[config.mk]
export PLATFORM = sky130hd
export DESIGN_NAME = ddcr_root
export DESIGN_NICKNAME = d
export VERILOG_FILES = /design/src/design/ddcr_pkg.sv /design/src/design/ddcr_root.sv
export SDC_FILE = /design/constraint.sdc
export NUM_CORES = 1
export LEC_CHECK = 0
export BUFFER_PORTS_ARGS = -buffer_cell sky130_fd_sc_hd__buf_2
export CAP_MARGIN = 25
export CORE_UTILIZATION = 59
export DETAILED_ROUTE_END_ITERATION = 6
export PLACE_DENSITY = 0.76
export RECOVER_POWER = 25
export SLEW_MARGIN = 20
export SYNTH_ARGS = -nofsm -noshare
export SYNTH_HDL_FRONTEND = slang
export SYNTH_SLANG_ARGS = --single-unit
[constraint.sdc]
create_clock -name clk_i -period 13.3 [get_ports clk_i]
set_clock_uncertainty 0.2 [all_clocks]
set_input_delay 3.99 -clock clk_i [delete_from_list [all_inputs] [get_ports clk_i]]
set_output_delay 3.99 -clock clk_i [all_outputs]
set_load 0.1 [all_outputs]
[src/design/ddcr_pkg.sv]
// ----------------------------------------------------------------------------
// ddcr_pkg
// Types, constants and table generator shared by the delay-Doppler residual
// unit and its submodules.
// ----------------------------------------------------------------------------
package ddcr_pkg;

  // opcodes of an input item
  localparam logic OpLoad  = 1'b0;
  localparam logic OpPilot = 1'b1;

  // pilots at or above this index give no result
  localparam int MaxPilots = 256;

  // 2*pi in Q40 and one in Q30 for the table generator
  localparam longint TwoPiQ40 = 64'sd6908435304715;
  localparam longint Q30One   = 64'sd1073741824;

  // magnitude root: 40-bit radicand, two result bits per cycle
  localparam int RootInW  = 40;
  localparam int RootOutW = 21;
  localparam int RootSteps = RootInW / 4;
  localparam int ResW = 20;
  localparam logic [ResW-1:0] ResMax = '1;

  typedef struct packed {
    logic        opcode;
    logic [2:0]  path_index;
    logic signed [23:0] delay;
    logic signed [23:0] doppler;
    logic signed [15:0] gain_re;
    logic signed [15:0] gain_im;
    logic [7:0]  pilot_index;
    logic [7:0]  pilot_m;
    logic [7:0]  pilot_n;
    logic signed [15:0] observed_re;
    logic signed [15:0] observed_im;
  } in_item_t;

  typedef struct packed {
    logic [19:0] residual;
    logic [7:0]  residual_index;
  } out_item_t;

  // one stored path entry
  typedef struct packed {
    logic signed [23:0] delay;
    logic signed [23:0] doppler;
    logic signed [15:0] gain_re;
    logic signed [15:0] gain_im;
  } path_t;

  // Q1.14 cosine (upper half) and sine (lower half) of 2*pi*a/2^pb,
  // for a within the first octant, by an eight-term series in Q30
  function automatic logic [31:0] oct_cs(input int a, input int pb);
    longint x;
    longint x2;
    longint ts;
    longint tc;
    longint sv;
    longint cv;
    longint c;
    longint s;
    x  = (longint'(a) * TwoPiQ40 + (longint'(1) <<< (pb + 9))) >>> (pb + 10);
    x2 = (x * x) >>> 30;
    ts = x;
    tc = Q30One;
    sv = x;
    cv = Q30One;
    ts = ((ts * x2) >>> 30) / 6;   tc = ((tc * x2) >>> 30) / 2;
    sv = sv - ts;                  cv = cv - tc;
    ts = ((ts * x2) >>> 30) / 20;  tc = ((tc * x2) >>> 30) / 12;
    sv = sv + ts;                  cv = cv + tc;
    ts = ((ts * x2) >>> 30) / 42;  tc = ((tc * x2) >>> 30) / 30;
    sv = sv - ts;                  cv = cv - tc;
    ts = ((ts * x2) >>> 30) / 72;  tc = ((tc * x2) >>> 30) / 56;
    sv = sv + ts;                  cv = cv + tc;
    ts = ((ts * x2) >>> 30) / 110; tc = ((tc * x2) >>> 30) / 90;
    sv = sv - ts;                  cv = cv - tc;
    ts = ((ts * x2) >>> 30) / 156; tc = ((tc * x2) >>> 30) / 132;
    sv = sv + ts;                  cv = cv + tc;
    ts = ((ts * x2) >>> 30) / 210; tc = ((tc * x2) >>> 30) / 182;
    sv = sv - ts;                  cv = cv - tc;
    if (sv < 0) sv = 0;
    if (cv < 0) cv = 0;
    c = (cv + 64'sd32768) >>> 16;
    s = (sv + 64'sd32768) >>> 16;
    return {c[15:0], s[15:0]};
  endfunction

endpackage

[src/design/ddcr_root.sv]
// ----------------------------------------------------------------------------
// ddcr_root
// Rounded integer square root, two result bits per cycle.
// ----------------------------------------------------------------------------
module ddcr_root (
  input  logic                          clk_i,
  input  logic                          rst_ni,
  input  logic                          start_i,
  input  logic [ddcr_pkg::RootInW-1:0]  value_i,
  output logic                          done_o,
  output logic [ddcr_pkg::RootOutW-1:0] root_o
);

  localparam int W  = ddcr_pkg::RootInW;
  localparam int CW = $clog2(ddcr_pkg::RootSteps);

  logic [W-1:0]  rem_q, rem_d;
  logic [W:0]    r_q, r_d;
  logic [W-1:0]  bit_q, bit_d;
  logic [CW-1:0] cnt_q;
  logic          busy_q;
  logic          done_q;

  // two restoring steps
  always_comb begin
    rem_d = rem_q;
    r_d   = r_q;
    bit_d = bit_q;
    for (int i = 0; i < 2; i++) begin
      if ({1'b0, rem_d} >= r_d + {1'b0, bit_d}) begin
        rem_d = W'({1'b0, rem_d} - r_d - {1'b0, bit_d});
        r_d   = (r_d >> 1) + {1'b0, bit_d};
      end else begin
        r_d = r_d >> 1;
      end
      bit_d = bit_d >> 2;
    end
  end

  // iteration control
  always_ff @(posedge clk_i or negedge rst_ni) begin
    if (!rst_ni) begin
      busy_q <= 1'b0;
      done_q <= 1'b0;
      cnt_q  <= '0;
    end else begin
      done_q <= 1'b0;
      if (start_i) begin
        busy_q <= 1'b1;
        cnt_q  <= '0;
      end else if (busy_q) begin
        cnt_q <= cnt_q + 1'b1;
        if (cnt_q == CW'(ddcr_pkg::RootSteps - 1)) begin
          busy_q <= 1'b0;
          done_q <= 1'b1;
        end
      end
    end
  end

  // datapath
  always_ff @(posedge clk_i) begin
    if (start_i) begin
      rem_q <= value_i;
      r_q   <= '0;
      bit_q <= W'(1) << (W - 2);
    end else if (busy_q) begin
      rem_q <= rem_d;
      r_q   <= r_d;
      bit_q <= bit_d;
    end
  end

  // round to nearest
  assign done_o = done_q;
  assign root_o = ({1'b0, rem_q} > r_q) ? ddcr_pkg::RootOutW'(r_q + 1'b1)
                                        : ddcr_pkg::RootOutW'(r_q);

endmodule

After elaboration in Yosys (flattened, before gate mapping)

Index checks and enable logic that the tools add are counted.

Add/sub/neg operators: 10
Order comparisons: 3
Eq/ne operators: 1
Mux-type cells: 15
Reduce and logical (&&, ||, !) cells: 1

Operator list:

| kind                    | number |
|---|---|
| $mux W40                | 4 |
| $ge A40 B41 Y1          | 2 |
| $mux W41                | 2 |
| $sub A40 B40 Y40        | 2 |
| $add A40 B37 Y41        | 1 |
| $add A40 B39 Y41        | 1 |
| $add A41 B37 Y41        | 1 |
| $add A41 B39 Y41        | 1 |
| $gt A40 B41 Y1          | 1 |
| $sub A40 B37 Y40        | 1 |
| $sub A40 B39 Y40        | 1 |
| $add A21 B1 Y21 const B | 1 |
| $mux W21                | 1 |
| $mux W4                 | 2 |
| $mux W1                 | 6 |
| $add A4 B1 Y4 const B   | 1 |
| $eq A4 B4 Y1 const B    | 1 |
| $reduce_bool A2 Y1      | 1 |

Register bits after elaboration: 97
Input bits: 43
Output and inout bits: 22
Word-level logic and storage cells: 36

Logic depth before layout (Yosys ltp)

Gate-level depths: netlist (run 1).

Depth after elaboration: 8
Gate-level depth with buffers: 56
Depth with buffers taken out: 49

Worst setup path after synthesis (run 1)

OpenSTA, ideal clock, no wires.

Kind: register to register
Start point: register r_q[6]
End point: register rem_q[7], data pin
Library setup time: 0.260 ns
Data arrival time: 9.581 ns
Data required time: 12.840 ns
Setup slack: 3.259 ns
Cell stages (with the launch flop): 52
Buffers on the path: 7
Path through: dfxtp_1 buf_2 inv_1 ha_1 a31oi_1 nor2_1 nor2_1 o21ai_0 a41oi_1 nor2_1 nor2_1 nor2_1 nor2_1 o21bai_1 a31oi_1 xnor2_1 ha_1 and4_1 (+16 left out) o31ai_4 a221oi_4 o21ai_2 and2_1 xnor2_1 ha_1 a21o_1 a21o_1 a21oi_1 a21oi_1 or4_1 o22a_1 o311ai_1 a21o_1 buf_6 buf_4 a21oi_1 mux2_2

Cells in the longest elaborated chain, start to end: 8
Elaborated cells on any way between the ends: 14

Ends and longest elaborated chain:

| what                                                 | line                             | RTL |
|---|---|---|
| start: declaration                                   | ddcr_root.sv:18                  | `logic [W:0] r_q, r_d;` |
| start signal: assignment                             | ddcr_root.sv:69                  | `r_q <= r_d;` |
| $sub A40 B40 Y40 or $add A41 B39 Y41 (tied branches) | ddcr_root.sv:31, ddcr_root.sv:30 |  |
| $sub A40 B39 Y40 or $ge A40 B41 Y1 (tied branches)   | ddcr_root.sv:31, ddcr_root.sv:30 |  |
| $mux W40 or $mux W41 (tied branches)                 | ddcr_root.sv:30                  | `if ({1'b0, rem_d} >= r_d + {1'b0, bit_d}) begin` |
| $sub A40 B40 Y40 or $add A41 B37 Y41 (tied branches) | ddcr_root.sv:31, ddcr_root.sv:30 |  |
| $sub A40 B37 Y40 or $ge A40 B41 Y1 (tied branches)   | ddcr_root.sv:31, ddcr_root.sv:30 |  |
| $mux W40 (*)                                         | ddcr_root.sv:30                  |  |
| $mux W40 (*)                                         | ddcr_root.sv:67                  | `end else if (busy_q) begin` |
| $mux W40 (*)                                         | ddcr_root.sv:63                  | `if (start_i) begin` |
| end signal: assignment                               | ddcr_root.sv:64                  | `rem_q <= value_i;` |
| end signal: assignment                               | ddcr_root.sv:68                  | `rem_q <= rem_d;` |
| end: declaration                                     | ddcr_root.sv:17                  | `logic [W-1:0] rem_q, rem_d;` |

Every way passes the cells marked *; elsewhere a longest branch is shown, timed or not. The select of a mux whose other input is x is not followed.
A chain may end at the register's enable or synchronous reset.

Final worst setup path (run 1)

Start point: register r_q[6]
End point: register r_q[19]

Cells in the longest elaborated chain, start to end: 6
Elaborated cells on any way between the ends: 11

Ends and longest elaborated chain:

| what             | line |
|---|---|
| $add A41 B39 Y41 | ddcr_root.sv:30 |
| $ge A40 B41 Y1   | ddcr_root.sv:30 |
| $mux W41         | ddcr_root.sv:30 |
| $add A41 B37 Y41 | ddcr_root.sv:30 |
| $ge A40 B41 Y1   | ddcr_root.sv:30 |
| $mux W41 (*)     | ddcr_root.sv:30 |

Every way passes the cells marked *; elsewhere a longest branch is shown, timed or not.

==> impl_metrics.py, run 1 <==
metrics = {
    "timing": {
        "rsz0062_at_grt": "false",
        "period_share_pct": 94.4,
        "setup_tns_ns": 0,
        "hold_viol": 0,
        "tightest_slew_ns": 1.64,
        "drv_slew": 38,
        "setup_viol": 0,
        "max_freq_mhz": 79.7,
        "max_slew_margin_pct": -9.74,
        "post-route-min-period_ns": 12.55,
    },
    "yosys": {
        "synth_xor_area_share_pct": 11.7,
        "yosysSeqAreaShare_pct": 13.4,
        "synth_mux_area_share_pct": 1.78,
        "synth_edf_count": 40,
        "synth_nets": 2691,
        "synth_seq_cells": 97,
        "synthTopCellsByCount": "ha_1 (314), inv_1 (297), nor2_1 (206)",
        "netlist_area_um2": 17700,
        "synth.area.top_cells": "ha_1 (22%), xnor2_1 (9.7%), edfxtp_1 (6.8%)",
        "yosysMostFrequentCell": "ha_1",
        "yosys.area_share.adder_pct": 24.8,
        "synth_top_area_cell": "ha_1",
        "synth_top_area_share_pct": 22.2,
        "avgSynthCellArea_um2": 7.65,
        "synth_compound_area_share_pct": 21.5,
        "async_flop_share_pct": 6.19,
        "yosys_warnings": 0,
        "synth_ff_type": "dfxtp_1",
        "synth_top_family_by_area": "adder cells",
        "ys_types": 97,
        "postSynthCellCount": 2311,
        "synthSimpleGateAreaFrac_pct": 18.5,
    },
    "clock_tree": {
        "numClockSinks": 97,
        "clockBufferDepth": 2,
        "post_cts_buffers": 0,
        "htree_num_levels": 3,
        "clockRootBuffer": "clkbuf_16",
        "ctsHoldBuffers": 0,
        "numCtsBuffers": 9,
        "tritoncts": "built",
        "clkTransAtPathRegs_ns": 0.07,
        "cts.repair.resized": 0,
        "clock_latency_ns": 0.39,
    },
    "worst_setup_path": {
        "path_common_cell": "nor2_1",
        "critPathMaxStageDelay_ns": 0.73,
        "startpoint": "r_q[6]$_SDFFE_PP0P_",
        "reg2reg_from": "r_q[6]$_SDFFE_PP0P_",
        "crit_path_start_kind": "register",
        "cp.required_ns": 13.33,
        "worstSetupPathType": "reg -> reg",
        "cpMaxStageDelayCell": "nor4_1",
        "rrSetupSlack_ns": 0.75,
        "crit_path_end_kind": "register",
        "crit_path_max_fanout": 37,
        "cp.arrival_ns": 12.59,
    },
    "global_routing": {
        "antenna_found_initial": 1,
        "first_global_vias": 16124,
        "grt_max_degree": 53,
        "track_usage_pct": 37.1,
        "grt_pass1_wl_um": 88700,
        "grt-ovfl-total": 0,
    },
    "die": {
        "die-area_um2": 30700,
        "io_pins": 65,
        "coreArea_um2": 29600,
        "initial_core_util_pct": 59.8,
        "die_y_um": 175,
        "rows": 63,
        "die_w_um": 175,
    },
    "hold_path": {
        "hold_start": "cnt_q[3]$_DFFE_PN0P_",
        "min_path_type": "reg -> reg",
    },
    "detailed_routing": {
        "drt_iter0_drc": 1801,
        "drt_drc_violations_left": 0,
        "via_count": 17179,
        "wl_um": 57100,
        "firstDrtPassIters": 6,
        "viasPerCell": 6.29,
        "antenna_left": 0,
        "wl_per_cell_um": 20.9,
    },
    "placed_design": {
        "place.gp.congestion": 1.01,
        "portBuffers": 64,
        "dp_hpwl_um": 44900,
    },
    "status": {
        "outcome": "complete, but fails checks",
        "violations": "capacitance limit, slew limit",
    },
    "final_layout": {
        "syn_to_final_growth_pct": 5.56,
        "drive_gt1_share_pct": 7.09,
        "nets": 2717,
        "diodes": 0,
    },
    "run": {
        "maxCapViolations": 1,
    },
}
final cells by class:
cell class                      count  area (um^2)
Timing Repair Buffer               84          499
Inverter                          304         1140
Fill cell                        2674        10900
Clock buffer                       12          279
Multi-Input combinational cell   1841        13800
Tap cell                          390          488
Clock inverter                      4         46.3
Sequential cell                    97         2370
per-layer routing:
metal	global-route usage, %	routed length, um
met1	50.9	24800
met2	56.8	24800
met3	5.96	5140
met4	16.8	2390
met5	0	9
flip-flops by register name (all words and copies together) (netlist names):
| register | count |
|---|---|
| busy_q | 1 |
| rem_q | 40 |
| cnt_q | 4 |
| r_q | 41 |
| done_o | 1 |
| bit_q | 10 |
cell families (layout without fill, tap and decap cells):
kind of cell | after synthesis | in the layout
flip-flops | 97 | 97
XOR/XNOR | 234 | 234
buffers and inverters | 373 | 404
adder cells (fa/ha/maj) | 337 | 337
multiplexers | 30 | 30
AO/OA/AOI/OAI | 583 | 583
AND/OR/NAND/NOR | 657 | 657
stage by stage:
stage | instance area [um^2] | setup WS (ns) | hold slack [ns] | util [%] | instances
floorplan | 17700 | 3.26 | 0.305 | - | 2311
global placement | 18300 | 1.22 | 0.328 | 62.0 | 2715
detailed placement | 18300 | 0.949 | 0.348 | 62.0 | 2715
CTS | 18600 | 0.897 | 0.363 | 63.1 | 2731
global route | 18700 | 0.0366 | 0.381 | 63.1 | 2732
finish | 18700 | 0.748 | 0.363 | 63.1 | 2732
placed cells by master (no fill, tap or decap), types with 26 or more instances in the layout:
master | synthesis | final
dfxtp_1 | 51 | 51
xnor2_1 | 195 | 195
o21bai_1 | 26 | 26
edfxtp_1 | 40 | 40
nand2_1 | 160 | 159
nor3_1 | 42 | 42
ha_1 | 314 | 314
nor2_1 | 206 | 206
nand4_1 | 48 | 48
inv_1 | 297 | 298
a21o_1 | 57 | 56
nand3_1 | 49 | 49
o21ai_0 | 95 | 95
a21oi_1 | 183 | 183
buf_2 | 19 | 61
xor2_1 | 37 | 37
a211oi_1 | 27 | 27
final timing paths:
path	end	cells past startpoint
min reg2reg	cnt_q[3]$_DFFE_PN0P_	2
max in group asynchronous	busy_q$_DFF_PN0_	1
max reg2reg	r_q[19]$_SDFFE_PP0P_	46
min	cnt_q[3]$_DFFE_PN0P_	2
min in group asynchronous	cnt_q[2]$_DFFE_PN0P_	1
max	r_q[19]$_SDFFE_PP0P_	46
worst max-delay path: cells and delay by family, from the launching register on:
family                     cells  cell delay, ns
xor gates and xnor gates       4            0.87
DFF                            1            0.57
and+or+nand+nor               16            3.14
buffers and inverters          2            0.61
adders and majority gates      4            1.30
AOI/OAI and AO/OA             20            5.69
Power of run 1 is not shown: default switching activity piles up to over one toggle a cycle in this logic, so the estimate is an artifact.
==> run 2, diff against run 1 <==
--- a/config.mk
+++ b/config.mk
@@ -10,5 +10,5 @@
 export CORE_UTILIZATION = 59
 export DETAILED_ROUTE_END_ITERATION = 6
-export PLACE_DENSITY = 0.76
+export PLACE_DENSITY = 0.86
 export RECOVER_POWER = 25
 export SLEW_MARGIN = 20
==> constraint.sdc (replaced) <==
create_clock -name clk_i -period 13.3 [get_ports clk_i]
set_clock_uncertainty 0.2 [all_clocks]
set_input_delay 1.995 -clock clk_i [delete_from_list [all_inputs] [get_ports clk_i]]
set_output_delay 1.995 -clock clk_i [all_outputs]
set_load 0.1 [all_outputs]
==> run 2 against run 1 <==
  * The run still ends with capacitance limit, slew limit left
  * Global-route usage rose by 1.8 points
  * Die area is the same
  * Flip-flop and latch count unchanged
  * Register-to-register slack better by 0.52 ns
  * Worst setup slack better by 0.52 ns
  * Cell count decreased by 0.11%
  * Critical path type unchanged
  * Largest cell class unchanged
  * Highest routed layer is now met4
==> impl_metrics.py, run 2 (synthesis results as in run 1) <==
metrics = {
    "status": {
        "outcome": "complete, but fails checks",
        "violations": "capacitance limit, slew limit",
    },
    "worst_setup_path": {
        "worstSetupPathType": "reg -> reg",
        "crit_path_end_kind": "register",
        "r2r_end": "rem_q[10]$_DFFE_PP_",
        "rrSetupSlack_ns": 1.26,
        "cp.required_ns": 13.11,
        "startpoint": "r_q[6]$_SDFFE_PP0P_",
        "cp.arrival_ns": 11.84,
        "critPathMaxStageDelay_ns": 0.63,
        "cpMaxStageDelayCell": "a211o_1",
        "reg2reg_from": "r_q[6]$_SDFFE_PP0P_",
        "crit_path_start_kind": "register",
        "crit_path_max_fanout": 43,
        "path_common_cell": "nor2_1",
        "ff2ff_path_depth": 48,
        "crit_end": "rem_q[10]$_DFFE_PP_",
    },
    "die": {
        "die-area_um2": 30700,
        "die_y_um": 175,
        "rows": 63,
        "initial_core_util_pct": 59.8,
        "coreArea_um2": 29600,
        "io_pins": 65,
        "die_w_um": 175,
    },
    "clock_tree": {
        "ctsHoldBuffers": 0,
        "clockBufferDepth": 2,
        "clockRootBuffer": "clkbuf_16",
        "clkTransAtPathRegs_ns": 0.09,
        "post_cts_buffers": 0,
        "numCtsBuffers": 9,
        "clock_latency_ns": 0.39,
        "numClockSinks": 97,
        "htree_num_levels": 3,
        "cts.repair.resized": 0,
        "tritoncts": "built",
    },
    "detailed_routing": {
        "wl_per_cell_um": 21.7,
        "drt_drc_violations_left": 0,
        "wl_met2_um": 25700,
        "firstDrtPassIters": 7,
        "wl_met1_um": 25200,
        "route.met3.wl_um": 5790,
        "antenna_left": 0,
        "via_count": 17421,
        "drt_iter0_drc": 1695,
        "top_layer": "met4",
        "viasPerCell": 6.38,
        "wl_um": 59300,
    },
    "final_layout": {
        "postLayoutCellArea_um2": 18600,
        "largest_reg_flops": 41,
        "final_common_cell": "ha_1",
        "fillers": 2631,
        "register_area_um2": 2370,
        "multi_input_area_um2": 13800,
        "nets": 2714,
        "largest_register": "r_q",
        "drive_gt1_share_pct": 7.05,
        "syn_to_final_growth_pct": 5.24,
        "diodes": 0,
        "final_cell_mix": "ha_1 (314), inv_1 (298), nor2_1 (205)",
        "top_regs": "r_q: 41 flops, rem_q: 40 flops, bit_q: 10 flops",
    },
    "run": {
        "maxCapViolations": 3,
    },
    "timing": {
        "hold_viol": 0,
        "drv_slew": 129,
        "fin_ws_ns": 1.26,
        "max_freq_mhz": 83.1,
        "max_slew_margin_pct": -115,
        "setup_viol": 0,
        "setup_tns_ns": 0,
        "post-route-min-period_ns": 12.04,
        "tightest_slew_ns": 3.23,
        "period_share_pct": 90.5,
        "rsz0062_at_grt": "false",
    },
    "global_routing": {
        "grt-ovfl-total": 0,
        "first_global_vias": 16854,
        "track_usage_pct": 38.9,
        "grt_max_degree": 56,
        "grt_pass1_wl_um": 92500,
        "antenna_found_initial": 0,
    },
    "placed_design": {
        "portBuffers": 64,
        "preCtsSetupSlack_ns": 1.35,
        "dp_hpwl_um": 46600,
        "place.gp.congestion": 1.01,
        "place_area_um2": 18300,
    },
    "hold_path": {
        "min_path_type": "reg -> reg",
    },
}
run 2: cell count changes in the layout (fill, tap and decap cells not counted), sizes merged:
cell / previous run / this run
buf: 81 / 78
bufinv: 1 / 0
clkbuf: 15 / 14
clkinv: 7 / 5
clkinvlp: 0 / 1
inv: 300 / 303
run 2: stage by stage:
stage | hold slack (ns) | util (%) | std cells
2_1_floorplan | 0.305 | - | 2311
3_3_place_gp | 0.322 | 61.9 | 2711
3_5_place_dp | 0.349 | 61.9 | 2711
4_1_cts | 0.358 | 62.8 | 2727
5_1_grt | 0.422 | 63.0 | 2729
6_report | 0.375 | 63.0 | 2729
run 2: worst min-delay path by stage:
stage | end | slack, ns | cells after the start | start
6_report | cnt_q[3]$_DFFE_PN0P_ | 0.38 | 2 | cnt_q[3]$_DFFE_PN0P_
5_1_grt | r_q[0]$_SDFFE_PP0P_ | 0.42 | 2 | r_q[0]$_SDFFE_PP0P_
4_1_cts | cnt_q[3]$_DFFE_PN0P_ | 0.36 | 2 | cnt_q[3]$_DFFE_PN0P_
3_5_place_dp | r_q[39]$_SDFFE_PP0P_ | 0.35 | 2 | r_q[39]$_SDFFE_PP0P_
3_3_place_gp | cnt_q[3]$_DFFE_PN0P_ | 0.32 | 2 | cnt_q[3]$_DFFE_PN0P_
2_1_floorplan | cnt_q[3]$_DFFE_PN0P_ | 0.30 | 2 | cnt_q[3]$_DFFE_PN0P_
run 2: worst max-delay path: cells and delay by family (launching register included):
kind | cells | cell delay (ns)
buf+inv | 4 | 1.40
flops | 1 | 0.54
simple gates | 13 | 1.76
compound gates | 24 | 5.84
xor+xnor | 3 | 0.67
fa+ha+maj | 4 | 1.23
run 2: area by class of cell:
type	instances	area share (%)
multi-input cells	1841	74.4
inverters	304	6.13
flip-flops and latches	97	12.7
clock buffers	11	1.36
clock inverters	5	0.188
repair buffers	81	2.57
well taps	390	2.62
run 2: routing by layer:
layer | up-vias | track usage [%]
met3 | 173 | 7.66
met2 | 926 | 60.5
met5 | - | 0
met1 | 8199 | 51.7
met4 | 0 | 17.6
li1 | 8123 | -
Power of run 2 is left out for the same reason.
