==> src/design/ddcr_pkg.sv <==
// ----------------------------------------------------------------------------
// ddcr_pkg
// Types, constants and table generator shared by the delay-Doppler residual
// unit and its submodules.
// ----------------------------------------------------------------------------
package ddcr_pkg;

  // opcodes of an input item
  localparam logic OpLoad  = 1'b0;
  localparam logic OpPilot = 1'b1;

  // pilots at or above this index give no result
  localparam int MaxPilots = 256;

  // 2*pi in Q40 and one in Q30 for the table generator
  localparam longint TwoPiQ40 = 64'sd6908435304715;
  localparam longint Q30One   = 64'sd1073741824;

  // magnitude root: 40-bit radicand, two result bits per cycle
  localparam int RootInW  = 40;
  localparam int RootOutW = 21;
  localparam int RootSteps = RootInW / 4;
  localparam int ResW = 20;
  localparam logic [ResW-1:0] ResMax = '1;

  typedef struct packed {
    logic        opcode;
    logic [2:0]  path_index;
    logic signed [23:0] delay;
    logic signed [23:0] doppler;
    logic signed [15:0] gain_re;
    logic signed [15:0] gain_im;
    logic [7:0]  pilot_index;
    logic [7:0]  pilot_m;
    logic [7:0]  pilot_n;
    logic signed [15:0] observed_re;
    logic signed [15:0] observed_im;
  } in_item_t;

  typedef struct packed {
    logic [19:0] residual;
    logic [7:0]  residual_index;
  } out_item_t;

  // one stored path entry
  typedef struct packed {
    logic signed [23:0] delay;
    logic signed [23:0] doppler;
    logic signed [15:0] gain_re;
    logic signed [15:0] gain_im;
  } path_t;

  // Q1.14 cosine (upper half) and sine (lower half) of 2*pi*a/2^pb,
  // for a within the first octant, by an eight-term series in Q30
  function automatic logic [31:0] oct_cs(input int a, input int pb);
    longint x;
    longint x2;
    longint ts;
    longint tc;
    longint sv;
    longint cv;
    longint c;
    longint s;
    x  = (longint'(a) * TwoPiQ40 + (longint'(1) <<< (pb + 9))) >>> (pb + 10);
    x2 = (x * x) >>> 30;
    ts = x;
    tc = Q30One;
    sv = x;
    cv = Q30One;
    ts = ((ts * x2) >>> 30) / 6;   tc = ((tc * x2) >>> 30) / 2;
    sv = sv - ts;                  cv = cv - tc;
    ts = ((ts * x2) >>> 30) / 20;  tc = ((tc * x2) >>> 30) / 12;
    sv = sv + ts;                  cv = cv + tc;
    ts = ((ts * x2) >>> 30) / 42;  tc = ((tc * x2) >>> 30) / 30;
    sv = sv - ts;                  cv = cv - tc;
    ts = ((ts * x2) >>> 30) / 72;  tc = ((tc * x2) >>> 30) / 56;
    sv = sv + ts;                  cv = cv + tc;
    ts = ((ts * x2) >>> 30) / 110; tc = ((tc * x2) >>> 30) / 90;
    sv = sv - ts;                  cv = cv - tc;
    ts = ((ts * x2) >>> 30) / 156; tc = ((tc * x2) >>> 30) / 132;
    sv = sv + ts;                  cv = cv + tc;
    ts = ((ts * x2) >>> 30) / 210; tc = ((tc * x2) >>> 30) / 182;
    sv = sv - ts;                  cv = cv - tc;
    if (sv < 0) sv = 0;
    if (cv < 0) cv = 0;
    c = (cv + 64'sd32768) >>> 16;
    s = (sv + 64'sd32768) >>> 16;
    return {c[15:0], s[15:0]};
  endfunction

endpackage

==> src/design/ddcr_cell.sv <==
// ----------------------------------------------------------------------------
// ddcr_cell
// One path entry of the path ring: written by a load item, passed on to its
// neighbor in every cycle of a pilot sweep.
// ----------------------------------------------------------------------------
module ddcr_cell (
  input  logic            clk_i,
  input  logic            load_i,
  input  ddcr_pkg::path_t load_data_i,
  input  logic            shift_i,
  input  ddcr_pkg::path_t next_i,
  output ddcr_pkg::path_t path_o
);

  ddcr_pkg::path_t path_q;

  // entry storage, undefined until loaded
  always_ff @(posedge clk_i) begin
    if (load_i) begin
      path_q <= load_data_i;
    end else if (shift_i) begin
      path_q <= next_i;
    end
  end

  assign path_o = path_q;

endmodule

==> config.mk <==
export PLATFORM = sky130hd
export DESIGN_NAME = ddcr_cell
export DESIGN_NICKNAME = d
export VERILOG_FILES = /design/src/design/ddcr_pkg.sv /design/src/design/ddcr_cell.sv
export SDC_FILE = /design/constraint.sdc
export NUM_CORES = 1
export LEC_CHECK = 0
export ABC_CLOCK_PERIOD_IN_PS = 2920
export BUFFER_PORTS_ARGS = -buffer_cell sky130_fd_sc_hd__buf_2
export CORE_MARGIN = 2
export CORE_UTILIZATION = 44
export CTS_BUF_LIST = sky130_fd_sc_hd__clkbuf_2 sky130_fd_sc_hd__clkbuf_4 sky130_fd_sc_hd__clkbuf_8
export DETAILED_ROUTE_END_ITERATION = 8
export PLACE_DENSITY_LB_ADDON = 0.05
export REMOVE_ABC_BUFFERS = 1
export SLEW_MARGIN = 25
export SYNTH_ARGS = -nofsm -noshare
export SYNTH_HDL_FRONTEND = slang
export SYNTH_SLANG_ARGS = --single-unit
==> constraint.sdc <==
create_clock -name clk_i -period 2.92 [get_ports clk_i]
set_input_delay 0.146 -clock clk_i [delete_from_list [all_inputs] [get_ports clk_i]]
set_output_delay 0.146 -clock clk_i [all_outputs]
set_load 0.1 [all_outputs]
* Word-level counts from Yosys, hierarchy flattened
Index checks and enable logic that the tools add are counted.
W data, S select, Z words.
** Word-level totals
- Flip-flop bits (word level) :: 80
- Bits of input ports :: 163
- Output and inout port bits :: 80
- Logic and storage cells :: 7
** Cells by class
- Multiplexer cells :: 2
- Reductions and logical operators :: 1
** Operator list (count)
- $mux W80 :: 2
- $reduce_bool A2 Y1 :: 1

* Logic depth before layout (Yosys ltp)
Gate-level depths: netlist of the first run.
- Depth in word-level cells :: 2
- Depth in mapped cells :: 3
- Depth with buffers taken out :: 1

* Worst setup path after synthesis of the first run
Ideal clock, no wire load.
- Path type :: input to register
- Start :: input load_i
- End :: register path_q, in the netlist path_o[0] (enable)
- Setup time :: 0.443 ns
- Arrival :: 2.273 ns
- Path slack :: 0.204 ns
- Stages on the path :: 3
- Path buffers :: 2
- Cells stage by stage :: buf_6 > buf_12 > or2_1
** Between the ends
- Cells in the longest elaborated chain, start to end :: 1
** RTL lines
- start, declared :: line ddcr_cell.sv:8 : input logic load_i,
- $reduce_bool A2 Y1 (no source line)
- end signal, assigned :: line ddcr_cell.sv:20 : path_q <= load_data_i;
- end signal, assigned :: line ddcr_cell.sv:22 : path_q <= next_i;
- end, declared :: line ddcr_cell.sv:15 : ddcr_pkg::path_t path_q;
Every way passes these cells.
A chain may end at the register's enable or synchronous reset.

* Final worst setup path of the first run
- Start :: register path_q, in the netlist path_o[10]
- End :: output path_o[10] (netlist name)
** RTL lines
- end, declared :: line ddcr_cell.sv:12 : output ddcr_pkg::path_t path_o
No word-level cell between the ends.

==> metrics list, run 1 <==
- Result of the run: finished, final reports clean
- Violation count after the first detailed-route iteration: 68
- Data required time at the worst endpoint: 2.77 ns
* Crit path arrival time: 1.11 ns
- IR analysis of the VDD net gives a maximum drop of 276 uV.
* Final hold violation count: 0
* Antenna cells: 0
- In this run the worst path has a maximum fanout of 1.
- Pin count of the biggest net entering global routing: 81
- Buffers inserted to repair hold after CTS numbered 0.
- Counting I/O delays and the setup requirement, the final critical path takes 1.25 ns.
- Antenna Nets Post-Route: 0
- Largest register FFs: 80
* Max-slew violation count: 0
* Post-synthesis cell type with the largest combined area: sky130_fd_sc_hd__edfxtp_1
- In this run the number of cells on the critical path is 1.
* Leading cell type in the layout, fill and taps excluded: sky130_fd_sc_hd__buf_2
* Overall Global Routing Usage: 18.3%
- Setup repair after global routing missed its margin: false
* Per-cell via count in the routed design: 4.57
- Cells fill 62.6% of the core in the end.
* Total standard cell area after synthesis: 3780 sq um
- Power spent charging and discharging nets: 1.46 mW
* Fillers: 696
- For the pin with the worst max-slew slack, the measured transition is 0.606 ns.
- Routed len/inst: 15.9 um
- In this run, the combinational gates consume 38.4% of the power.
- After clock tree synthesis, the clock-pin slew on the worst setup and hold paths is 0.08 ns.
- Core area: 8260 sq um
- TritonCTS built the clock tree.
* Category of cells accounting for the largest share of critical-path delay: buffers and inverters
* Clock H-tree levels: 3
- Commonest cells after routing, fill and taps aside: sky130_fd_sc_hd__buf_2 (241), sky130_fd_sc_hd__edfxtp_1 (80), sky130_fd_sc_hd__mux2_4 (79), sky130_fd_sc_hd__clkbuf_8 (9), sky130_fd_sc_hd__clkinv_2 (4)
* Internal Dissipation: 2.08 mW
* Total I/O pin count: 243
- Number of rows in the core area: 33
- A synthesized cell averages 22.2 sq um.
- Counting both buffers and inverters, the worst setup path holds a total of 1.
- Fraction of the cycle the final worst path needs: 42.9%
* Total of cells resized after clock tree synthesis: 0
* Leakage power: 2.54 nW
* Synth Instances: 170
* Cell chosen for the clock root: sky130_fd_sc_hd__clkbuf_8
- Compared with the post-synthesis result, the final layout area differs by 36.8%.
- Worst-case hold slack: 0.0989 ns
* Die area: 9340 sq um
* Largest stage delay on the critical path: 0.43 ns
* Top achievable clock speed: 0.799 GHz
- The first detailed-routing pass took 4 iterations.
- Detailed-route wire length: 8350 um
- STA classifies the critical path endpoint as an output pin.
* Max-cap violations: 0
- Routability Congestion: 0.806
- Total number of nets in the final design: 579
- Cell variety after synth: 6
- Setup violations remaining at the end of the flow were counted as 0.
* Number of global-route vias before repair: 2530
* Slowest cell on the critical path: sky130_fd_sc_hd__buf_2
* Largest buffer count on any clock path: 2
* Number of storage elements in the synthesis netlist: 80
- Clock buffers created by TritonCTS: 9
* Ratio of cells with drive above 1 in the final layout: 80.9%
- Counting every sink on the clock net gives 80.
- The top cell type by area accounts for 63.6% of the synthesized area.
- Total chip power: 3.54 mW
- Die Span X: 96.7 um
* Total negative slack: 0 ns
* Switching power share of the total: 41.3%
- Die Height: 96.7 um
* Number of vias in the routed layout: 2393
- After detailed routing, the number of remaining DRC violations is 0.
* Portion of the post-synthesis area used by sequential elements: 63.6%
- Type of the worst setup path: reg -> out
- Power per cell area: 685 nW/um^2
* Initial standard-cell utilization of the core: 45.7%
* Setup bufs post-CTS: 0
- By area the synthesized netlist is led by sky130_fd_sc_hd__edfxtp_1 (64%), sky130_fd_sc_hd__mux2_4 (31%), sky130_fd_sc_hd__buf_12 (4.2%).
- Cell depth of the worst min-delay path: 2
- The clock network is responsible for 21.1% of the overall power.
* Sequential share of power: 40.5%
- Summed over all layers, the global routing overflow is 0.
- In this run the tightest slew margin relative to its limit is 59.6%.
- The count of buffers added on input and output ports is 242.
* Class of the tightest hold or removal check: in -> reg
- The Yosys step of the flow raised 0 warnings.
- The worst setup path is launched from a flop.
- Wire length of the first global-routing pass: 13100 um
- Sequence of cells on the critical path: buf_2
- The initial antenna violation count is 0.
cell usage after synthesis:
library cell,count
sky130_fd_sc_hd__edfxtp_1,80
sky130_fd_sc_hd__mux2_4,79
sky130_fd_sc_hd__buf_12,8
sky130_fd_sc_hd__buf_6,1
sky130_fd_sc_hd__mux2_2,1
sky130_fd_sc_hd__or2_1,1
per-layer routing:
layer / share of wire, % / GRT usage (%) / vias up
li1: - / - / 1155
met1: 34 / 19.0 / 1073
met3: 9.8 / 7.23 / 19
met5: 0 / 0 / -
met4: 3.1 / 9.21 / 0
met2: 53 / 31.9 / 146
stage by stage:
stage,setup slack [ns],cells,area (sq um)
final,1.67,524,5170
after global routing,1.61,524,5170
after detailed placement,1.49,510,4990
after floorplan,0.557,161,3610
after global placement,1.53,510,4990
after CTS,1.64,524,5170
area by class of cell:
cell class / instances / area [sq um] / area share [%]
clock buffer: 9 / 124 / 2.40
clock inverter: 5 / 50.0 / 0.969
multi-input combinational: 81 / 1210 / 23.3
sequential: 80 / 2400 / 46.5
tap: 105 / 131 / 2.54
timing repair buffer: 244 / 1250 / 24.3
final timing paths:
| kind | start | end | slack (ns) |
|---|---|---|---|
| worst min-delay path | load_data_i[38] | path_o[38] | 0.1 |
| worst max-delay path | path_o[10] | path_o[10] | 1.67 |
kinds of logic (layout without fill, tap and decap cells):
group / Yosys count / after routing / share of synthesized area, %
buffers and inverters: 9 / 258 / 4.54
DFF: 80 / 80 / 63.6
muxes: 80 / 80 / 31.7
and+or+nand+nor: 1 / 1 / 0.166
power by group through the flow:
stage	clock, mW	combinational [mW]	sequential, mW
6_report	0.746	1.36	1.43
5_1_grt	0.823	1.40	1.45
4_1_cts	0.771	1.37	1.44
3_5_place_dp	0	1.37	1.46
3_3_place_gp	0	1.36	1.46
2_1_floorplan	0	0.158	2.39
No activity file was read; power rests on OpenSTA's default activity.
==> inputs of run 2 (changes only) <==
--- a/config.mk
+++ b/config.mk
@@ -5,7 +5,7 @@
 export SDC_FILE = /design/constraint.sdc
 export NUM_CORES = 1
 export LEC_CHECK = 0
-export ABC_CLOCK_PERIOD_IN_PS = 2920
+export ABC_CLOCK_PERIOD_IN_PS = 1260
 export BUFFER_PORTS_ARGS = -buffer_cell sky130_fd_sc_hd__buf_2
 export CORE_MARGIN = 2
 export CORE_UTILIZATION = 44
==> constraint.sdc (replaced) <==
create_clock -name clk_i -period 1.26 [get_ports clk_i]
set_input_delay 0.063 -clock clk_i [delete_from_list [all_inputs] [get_ports clk_i]]
set_output_delay 0.063 -clock clk_i [all_outputs]
set_load 0.1 [all_outputs]
==> metrics list, run 2 (synthesis results as in run 1) <==
- Total of cells resized after clock tree synthesis: 0
- TritonCTS built the clock tree.
- Worst IR Drop VDD: 864 uV
- Ratio of cells with drive above 1 in the final layout: 78.7%
- Clock H-tree levels: 3
- The net count of the finished layout is 597.
- The total area inside the core boundary comes to 8260 sq um.
- Layout-stage area growth over the synthesis result: 44.2%
- For this design, the sink count on the clock tree is 80.
- Routability Congestion: 0.817
* Initial antenna violation count: 1
- Detailed routing inserted a total of 2504 vias.
- Worst-case hold slack: 0.0127 ns
* Number of rows in the core area: 33
* Overall Global Routing Usage: 18.1%
- Based on the critical path, the design can be clocked at up to 0.850 GHz.
- Commonest cells after routing, fill and taps aside: sky130_fd_sc_hd__buf_2 (241), sky130_fd_sc_hd__edfxtp_1 (80), sky130_fd_sc_hd__mux2_4 (79), sky130_fd_sc_hd__dlygate4sd3_1 (13), sky130_fd_sc_hd__clkbuf_8 (9)
- Pin placement for this block handled 243 I/O pins.
* Initial standard-cell utilization of the core: 45.7%
* Critical Path Sink: path_o[44]
- Area occupied by registers: 2400 sq um
* Launch point of the critical path: path_o[44]
- The detailed router finished its first iteration with 31 violations.
- Measured against its own limit, the worst slew margin works out to 66.1%.
- The die is 96.7 um tall.
- Crit path max fanout: 1
- Data required time at the worst endpoint: 1.20 ns
- The critical path goes through buf_2.
- Cell chosen for the clock root: sky130_fd_sc_hd__clkbuf_8
- Dividing the detail-routed via count by the number of cells gives 4.62.
* Largest register FFs: 80
- Largest stage delay on the critical path: 0.43 ns
* Antenna Nets Post-Route: 0
- During placement, the flow inserted port buffers numbering 242.
- Total area of multi-input combinational cells: 1210 sq um
* Routed len/inst: 15.8 um
- Pin count of the biggest net entering global routing: 55
- STA classifies the critical path endpoint as an output pin.
- Total power for the finished layout comes to 8.90 mW.
- Fillers: 654
* Result of the run: finished, final reports clean
* Post-detailed-placement half-perimeter wirelength: 6690 um
- Summed area of non-filler cells in the final layout: 5450 sq um
- Total negative slack: 0 ns
* Fraction of the cycle the final worst path needs: 93.4%
- Post-placement cell area: 5070 sq um
- The worst setup path is of the reg -> out kind.
- Clock buffers created by TritonCTS: 9
- Setup crit start kind: flop
- Wire length of the first global-routing pass: 13100 um
- Slowest cell on the critical path: sky130_fd_sc_hd__buf_2
- Time the worst path needs with I/O delays and setup: 1.18 ns
* Hold path start: load_data_i[50]
- The die is 96.7 um wide.
- Class of the tightest hold or removal check: in -> reg
* Largest buffer count on any clock path: 2
- Power spread over the standard cell area amounts to 1630 nW/um^2.
* Crit path arrival time: 1.11 ns
- For the pin with the worst max-slew slack, the measured transition is 0.512 ns.
- Remaining DRCs: 0
- The number of buffers and inverters on the critical path is 1.
* Setup Viol. Count Final: 0
- Clock-pin slew reported for the worst setup and hold paths after clock tree synthesis: 0.09 ns
* Number of global-route vias before repair: 2558
- Remaining global-route overflow: 0
- Broken down by cell family, the worst path's largest delay share belongs to buffers and inverters.
- The number of slew-limit violations in the final report came to 0.
* Number of cells on the critical path: 1
- The die covers 9340 sq um.
- Leakage power: 2.66 nW
- Leading cell type in the layout, fill and taps excluded: sky130_fd_sc_hd__buf_2
- Setup repair after global routing left no endpoint under its margin.
- Max-cap violations: 0
- First-pass DRT Iterations: 3
- The number of hold violations in the final report was 0.
* Detailed-route wire length: 8590 um
==> run 2: changes by cell type in the layout (fill, tap and decap cells not counted), sizes merged <==
cell and change:
diode +1, dlygate4sd3 +13, buf +5, clkinv -4
bufinv +3
==> run 2: repair_timing <==
item,in CTS,in global routing
hold buffers,8,5
buffers inserted,0,0
setup endpoints to repair,0,0
endpoints found under the hold margin,6,5
==> run 2: power by group <==
part,internal [mW],switching (mW)
Sequential,3.26,0.0629
Clock,1.49,0.876
Combinational,0.719,2.49
==> run 2: how the worst min path moves through the flow <==
stage	endpoint	cells past startpoint
2_1_floorplan	path_o[0]	1
3_3_place_gp	path_o[36]	2
3_5_place_dp	path_o[70]	2
4_1_cts	path_o[75]	2
5_1_grt	path_o[62]	2
6_report	path_o[50]	2
==> run 2: routing by layer <==
metal	track usage [%]	routed length [um]	vias to the layer above
met5	0	0	-
met1	18.5	3000	1145
li1	-	-	1193
met4	9.21	277	0
met2	31.4	4430	145
met3	7.59	872	21
==> run 2: area by class of cell <==
cell class / count / area share (%)
multi-input combinational: 81 / 22.2
sequential: 80 / 44.1
antenna: 1 / 0.0460
clock inverter: 4 / 2.21
clock buffer: 9 / 2.27
timing repair buffer: 262 / 26.8
tap: 105 / 2.41
==> run 2: stage by stage <==
stage / util (%) / setup slack (ns) / instances
3_3_place_gp: 61.4 / 0.133 / 515
5_1_grt: 65.9 / 0.0266 / 542
3_5_place_dp: 61.4 / 0.104 / 515
4_1_cts: 65.3 / 0.0605 / 536
2_1_floorplan: - / -1.02 / 161
6_report: 65.9 / 0.0831 / 542
==> inputs of run 3 (changes only) <==
--- a/config.mk
+++ b/config.mk
@@ -11,7 +11,7 @@
 export CORE_UTILIZATION = 44
 export CTS_BUF_LIST = sky130_fd_sc_hd__clkbuf_2 sky130_fd_sc_hd__clkbuf_4 sky130_fd_sc_hd__clkbuf_8
 export DETAILED_ROUTE_END_ITERATION = 8
-export PLACE_DENSITY_LB_ADDON = 0.05
+export PLACE_DENSITY = 0.83
 export REMOVE_ABC_BUFFERS = 1
 export SLEW_MARGIN = 25
 export SYNTH_ARGS = -nofsm -noshare
==> metrics list, run 3 (synthesis results as in run 1) <==
* GR peak layer: met2
- The placed instances occupy a cell area of 5020 sq um.
- Sum of buffers and inverters on the critical path: 1
* Class of the tightest hold or removal check: in -> reg
- The initial antenna violation count was 0.
- The post-route netlist has 75.2% of its cells at a drive strength greater than 1.
* Result of the run: finished, final reports clean
- The register with the most flip-flops in the layout has 80 of them.
- In this run, placement finished with an instance count of 512.
- Max-slew headroom: 65.7%
- Power per cell area: 1520 nW/um^2
- Hold path start: next_i[77]
- Category of cells accounting for the largest share of critical-path delay: buffers and inverters
- In the routed layout, each cell is associated on average with a via count of 4.61.
- Cell chosen for the clock root: sky130_fd_sc_hd__clkbuf_8
* Worst IR Drop VDD: 867 uV
- Cell depth of the worst min-delay path: 2
- Clock H-tree levels: 3
- In the routed design, unresolved DRC markers number 0.
- Crit path arrival time: 1.12 ns
* Sequence of cells on the critical path: buf_2
- The number of global-route vias before repair is 2627.
- At the pin with the least slew margin, the transition time is 0.518 ns.
- Worst slack, placed: 0.109 ns
- On the worst path, the slowest cell contributes a delay of 0.43 ns.
- Commonest cells after routing, fill and taps aside: sky130_fd_sc_hd__buf_2 (240), sky130_fd_sc_hd__edfxtp_1 (80), sky130_fd_sc_hd__mux2_4 (79), sky130_fd_sc_hd__dlygate4sd3_1 (33), sky130_fd_sc_hd__clkbuf_8 (9)
- Cells fill 67.2% of the core in the end.
* Wire length of the first global-routing pass: 12900 um
* Setup Viol. Count Final: 0
- Remaining global-route overflow: 0
* Met1 Resource Use GR: 18.0%
* Data required time at the worst endpoint: 1.20 ns
* Endpoint of the worst hold-timing path: path_o[77]
* Setup repair after global routing missed its margin: false
- In this run the worst path has a maximum fanout of 1.
- Total I/O pin count: 243
* Setup crit start kind: flop
- In the global route stage, overall resource usage came out at 17.7%.
- The final layout contains routed wiring with a total length of 9000 um.
- Pin count of the biggest net entering global routing: 45
- During placement, the flow inserted port buffers numbering 242.
- The detailed router placed 2584 vias in this run.
- Dividing the detail-routed wire length by the instance count gives 16.0 um.
- Top achievable clock speed: 0.845 GHz
- Global routing used 8.02% of the available met3 tracks.
* Critical path endpoint category: output pin
* Clock buffers created by TritonCTS: 9
* Die area: 9340 sq um
- Fraction of the cycle the final worst path needs: 94.0%
- The finished layout holds 561 standard cells, fillers aside.
* Routability Congestion: 0.796
- Core area: 8260 sq um
- First-pass DRT Iterations: 4
* Leakage power: 2.70 nW
* Leading cell type in the layout, fill and taps excluded: sky130_fd_sc_hd__buf_2
- Setup WS post-layout: 0.0761 ns
- Summed area of non-filler cells in the final layout: 5550 sq um
- In this run the horizontal extent of the chip is 96.7 um.
* Layout-stage area growth over the synthesis result: 46.8%
- For this run, global-route usage on met2 was measured as 32.6%.
* Time the worst path needs with I/O delays and setup: 1.18 ns
- The repair_antennas step left the layout with diodes totalling 0.
- The number of slew-limit violations in the final report is 0.
- Counting along the longest clock path gives a buffer depth of 2.
- Once the floorplan was initialized, standard cells occupied 45.7% of the core.
- Worst-case hold slack: 0.0164 ns
- Total negative slack: 0 ns
- TritonCTS clock tree: yes
- Clock-pin slew reported for the worst setup and hold paths after clock tree synthesis: 0.08 ns
- Antenna Nets Post-Route: 0
- The design draws 8.43 mW.
* Max-cap violations: 0
- The net count of the finished layout is 614.
* Final hold violation count: 0
- Clock Sink Count: 80
- Number of rows in the core area: 33
- From bottom edge to top edge, the die measures 96.7 um.
- The slowest stage of the critical path is the sky130_fd_sc_hd__buf_2 cell.
* Type of the worst setup path: reg -> out
- After the first detailed-routing iteration, the DRC count stood at 84.
- Launch point of the critical path: path_o[38]
run 3: power breakdown:
| part | leakage [nW] | internal [mW] | switching, mW |
|---|---|---|---|
| Combinational | 1.78 | 0.748 | 2.51 |
| Sequential | 0.815 | 3.26 | 0.0675 |
| Clock | 0.104 | 0.974 | 0.864 |
run 3: cell type report:
type	count	area (sq um)
multi-input cells	81	1210
clock inverters	4	45.0
flip-flops and latches	80	2400
repair buffers	279	1610
clock buffers	12	146
fillers	597	2710
well taps	105	131
run 3: how the worst max path moves through the flow:
stage / cells past startpoint / endpoint
global placement: 3 / path_o[50]
floorplan: 1 / path_o[0]
detailed placement: 3 / path_o[1]
CTS: 1 / path_o[14]
global route: 1 / path_o[26]
finish: 1 / path_o[38]
run 3: routing by layer:
layer / part of all wire, % / routed length, um / vias up
met5: 0 / 0 / -
li1: - / - / 1228
met3: 9.1 / 820 / 15
met1: 34 / 3070 / 1195
met2: 55 / 4960 / 146
met4: 1.6 / 145 / 0
run 3: timing repair:
action,in CTS,in global routing
gates resized for setup,0,1
endpoints found under the hold margin,5,21
endpoints found under the setup margin,0,1
hold buffers,6,27
buffers inserted,0,0
